$ cat src/mlq_credit_scheduler_assert.svh
// Assertion macros shared by the scheduler modules
`ifndef MLQ_CREDIT_SCHEDULER_ASSERT_SVH
`define MLQ_CREDIT_SCHEDULER_ASSERT_SVH
// Implication checked on every rising clock edge outside reset
`define MCS_ASSERT_IMP(label, clk, rst_n, ante, cons) \
  label: assert property (@(posedge clk) disable iff (!rst_n) (ante) |-> (cons)) \
    else $error("assertion failed");
// Next-cycle implication
`define MCS_ASSERT_NXT(label, clk, rst_n, ante, cons) \
  label: assert property (@(posedge clk) disable iff (!rst_n) (ante) |=> (cons)) \
    else $error("assertion failed");
`endif

$ cat src/mcs_pkg.sv
// Package: sizes, commands and controller interface types of the scheduler
package mcs_pkg;
  localparam int unsigned NumLevels = 16;
  localparam int unsigned FifoDepth = 16;
  localparam int unsigned LvlW = $clog2(NumLevels);
  localparam int unsigned PtrW = $clog2(FifoDepth);
  localparam int unsigned CntW = $clog2(FifoDepth + 1);
  localparam int unsigned CredW = $clog2(NumLevels + 1);
  localparam int unsigned AddrW = $clog2(NumLevels * FifoDepth);
  localparam int unsigned EntryW = 20;

  localparam logic CmdEnq = 1'b0;
  localparam logic CmdReq = 1'b1;

  typedef struct packed {
    logic enq;       // write item into its level FIFO
    logic scan;      // find the first eligible level, issue its head read
    logic reload;    // reload all credits and clear the used flag
    logic grant;     // pop the head, charge credit, present result
    logic fail;      // present an empty grant
  } ctl_cmd_t;

  typedef struct packed {
    logic found;     // registered scan found a level
    logic used;      // credit_used flag
  } ctl_sts_t;
endpackage

$ cat src/mcs_ctrl.sv
// Controller: sequences enqueue, scan, reload, grant and fail steps
`include "mlq_credit_scheduler_assert.svh"
module mcs_ctrl (
  input  logic              clk_i,
  input  logic              rst_ni,
  input  logic              start,
  input  logic              cmd_i,
  input  mcs_pkg::ctl_sts_t sts_i,
  output mcs_pkg::ctl_cmd_t ctl_o,
  output logic              busy
);
  import mcs_pkg::*;

  localparam logic [2:0] StIdle  = 3'd0;
  localparam logic [2:0] StDec1  = 3'd2;
  localparam logic [2:0] StScan2 = 3'd3;
  localparam logic [2:0] StDec2  = 3'd4;

  logic [2:0] state_q, state_d;

  always_comb begin
    state_d = state_q;
    ctl_o   = '0;
    case (state_q)
      StIdle: begin
        if (start) begin
          if (cmd_i == CmdEnq) ctl_o.enq = 1'b1;
          else begin
            ctl_o.scan = 1'b1;
            state_d = StDec1;
          end
        end
      end
      StDec1: begin
        if (sts_i.found) begin
          ctl_o.grant = 1'b1;
          state_d = StIdle;
        end else if (sts_i.used) begin
          ctl_o.reload = 1'b1;
          state_d = StScan2;
        end else begin
          ctl_o.fail = 1'b1;
          state_d = StIdle;
        end
      end
      StScan2: begin
        ctl_o.scan = 1'b1;
        state_d = StDec2;
      end
      StDec2: begin
        if (sts_i.found) ctl_o.grant = 1'b1;
        else ctl_o.fail = 1'b1;
        state_d = StIdle;
      end
      default: state_d = StIdle;
    endcase
  end

  always_ff @(posedge clk_i or negedge rst_ni) begin
    if (!rst_ni) state_q <= StIdle;
    else state_q <= state_d;
  end

  assign busy = (state_q != StIdle);

  `MCS_ASSERT_IMP(a_one_cmd, clk_i, rst_ni, 1'b1, $onehot0(ctl_o))
  `MCS_ASSERT_NXT(a_reload_rescan, clk_i, rst_ni, ctl_o.reload, ctl_o.scan)
  `MCS_ASSERT_NXT(a_scan_decides, clk_i, rst_ni, ctl_o.scan,
                  ctl_o.grant || ctl_o.fail || ctl_o.reload)
endmodule

$ cat config.mk
export PLATFORM = sky130hd
export DESIGN_NAME = mcs_ctrl
export DESIGN_NICKNAME = d
export VERILOG_FILES = /design/src/mcs_pkg.sv /design/src/mcs_ctrl.sv
export VERILOG_INCLUDE_DIRS = /design/src /design/src/src
export SDC_FILE = /design/constraint.sdc
export NUM_CORES = 1
export LEC_CHECK = 0
export ABC_CLOCK_PERIOD_IN_PS = 2700
export BUFFER_PORTS_ARGS = -buffer_cell sky130_fd_sc_hd__buf_2
export CORE_AREA = 2 2 39 41
export DETAILED_ROUTE_END_ITERATION = 6
export DIE_AREA = 0 0 41 43
export GPL_TIMING_DRIVEN = 0
export PLACE_DENSITY = 0.32
export SLEW_MARGIN = 20
export SYNTH_ARGS = -nofsm -noshare
export SYNTH_HDL_FRONTEND = slang
export SYNTH_SLANG_ARGS = --single-unit
$ cat constraint.sdc
create_clock -name clk_i -period 2.7 [get_ports clk_i]
set_input_delay 0.405 -clock clk_i [delete_from_list [all_inputs] [get_ports clk_i]]
set_output_delay 0.405 -clock clk_i [all_outputs]
set_load 0.05 [all_outputs]
==> metrics <==
Die ar. ~0.0018 mm²; DRC Markers 0; hold buffer count at CTS 1; Tmin final 1.85 ns; Syn. warnings 0; largest reg by FF count state_q; Synth Area in Compound Gates 19.7%; Hold Path Origin cmd_i; filler cell count 169; initial core utilization 13.7%; Adder-Cell Fraction of Synth Area 0%; Setup Skew about 0.0013 ns; Final ANT Viol Nets 0; Worst Setup End Kind output port; register area roughly 75 µm²; initial antenna violation count 0; maximum vdd ir drop 106 µV; ranking of synthesized cells by area dfrtp_1 (39%), nor4b_2 (7.9%), and3_1 (6.6%), a32o_2 (5.9%), o211a_1 (5.3%); worst slew pin tran 0.316 ns; fin nets between 40 and 50; area of the multi-input gates roughly 110 µm²; r2r endpoint state_q[1]$_DFFE_PN0P_; first-pass GRT wire length 828 µm; area growth from synthesis to layout 58.6%; layout cells sized above 1 50.0%; clk root buf clkbuf_4; sequential-to-total area share from yosys stat 39.5%; core area about 0.0014 mm²; DRT iter0 DRCs 0; Clock transition at path regs about 0.040 ns; worst hold endpoint state_q[1]$_DFFE_PN0P_; Fmax ~540 MHz; Remaining Overflow, GRT 0; Post-Synthesis Cells 18; antenna cell count 0; Clock Path Buffers 2; CP Max Fanout 6; Final Slew Violations 0; critical path class flop to output port; mux cell area share after synthesis 0%; Final TNS setup 0 ns; gpl congestion about 0.66; Largest register FFs 3; Reg2Reg Setup Slack 1.66 ns; max-cap violations 0; post-cts sizing count 0; Synth cell types 15; worst path required time between 2 and 2.5 ns; vias in the first global route 205; #FFs+latches synth 3; vias per cell 3.84; Final Hold Vio Count 0; most frequent cell after synthesis dfrtp_1; cell taking the most area after synthesis dfrtp_1; EDFF count, synth 0; largest family of logic cells by synthesized area simple AND/OR/NAND/NOR gates; Synth Area in XOR/XNOR 0%; cts bufs inserted 3; Arr. time, crit path 1.45 ns; I/O pin count 12; Routed WL between 400 and 500 µm; postcts setup bufs 0; synthesized area around 190 µm²; status completed; synth cell count leaders dfrtp_1 (3), and3_1 (2); Power Density 584 mW/mm²; Hold Slack around 0.43 ns; CTS sink cnt 3; largest net degree at the start of global routing 7; Syn Nets 24; area share of the largest cell type after synthesis roughly 39%; simple-gate share of the synthesized area between 30% and 40%; R2R depth 2; Die H ~43 µm; Final setup viols 0; Total GRT Usage between 7 and 8%; crit share post-route ~69%; CTS H-tree lvls 1; CTS tree built; crit path launch type flop; Leak Pwr 0.179 nW; Hold Crit Depth 2; Hold WC Path Type primary input to flop; first-pass iteration count of the detailed router 1; reg2reg start state_q[0]$_DFFE_PN0P_; vias after detailed routing 192; async set or reset register ratio after synthesis 100%; worst-skew pair later-pin latency 0.23 ns; mean post-synth cell area 10.6 µm²; biggest regs state_q x3; slew margin rel. about 80%; ys flop type dfrtp_1; num rows 14; Die W 41 µm; routed length per placed instance approximately 9.7 µm; I/O Buffers 11; setup repair after global routing missed its margin false; final HPWL from detailed placement ~400 µm
worst max-delay path: stages, from the launching register on:
cell and delay (ns):
dfrtp_1 0.43, nor4b_2 0.36, a22o_1 0.18, buf_2 0.25
cell type report:
class                           count  share of cell area [%]
Clock buffer                        4                    8.71
Inverter                            1                    1.24
Multi-Input combinational cell     14                    36.9
Sequential cell                     3                    24.9
Tap cell                           16                    6.64
Timing Repair Buffer               12                    21.6
kinds of logic (layout without fill, tap and decap cells):
kind of cell | Yosys count | after routing
AOI/OAI and AO/OA | 4 | 4
buffers and inverters | 1 | 17
DFF | 3 | 3
and+or+nand+nor | 10 | 10
cells in the final DEF (no fill, tap or decap), drive strengths merged, types with 2 or more instances in the layout:
cell and n:
dfrtp 3, nor2b 2, clkbuf 4, buf 11, and3 2
worst max-delay path by stage:
stage / from / end / cells past startpoint
CTS: state_q[0]$_DFFE_PN0P_ / ctl_o[3] / 3
floorplan: state_q[1]$_DFFE_PN0P_ / ctl_o[3] / 2
global route: state_q[1]$_DFFE_PN0P_ / ctl_o[3] / 3
global placement: state_q[0]$_DFFE_PN0P_ / ctl_o[3] / 3
finish: state_q[0]$_DFFE_PN0P_ / ctl_o[3] / 3
detailed placement: state_q[0]$_DFFE_PN0P_ / ctl_o[3] / 3
metal layers:
metal  GRT usage, %  vias up  wire [µm]
li1               -       99          -
met1           8.04       88        181
met2           9.38        5        259
met3           4.71        0         43
met4           8.00        0          0
met5              0        -          0
metrics by stage:
step / power (mW) / setup WS [ns] / utilization (%) / instances / instance area (µm²)
2_1_floorplan: 0.0859 / 1.11 / - / 18 / 190
3_3_place_gp: 0.0993 / 1.06 / 19.2 / 45 / 265
3_5_place_dp: 0.0994 / 1.08 / 19.2 / 45 / 265
4_1_cts: 0.182 / 0.823 / 21.8 / 50 / 302
5_1_grt: 0.190 / 0.734 / 21.8 / 50 / 302
6_report: 0.176 / 0.846 / 21.8 / 50 / 302
where the power goes:
part | leakage, nW | internal, mW | switching (mW)
clock network | 0.0150 | 0.0553 | 0.0217
registers | 0.0407 | 0.0473 | 0.00280
logic | 0.123 | 0.0163 | 0.0328
total | 0.179 | 0.119 | 0.0573
Power figures use the tool's default switching activity.
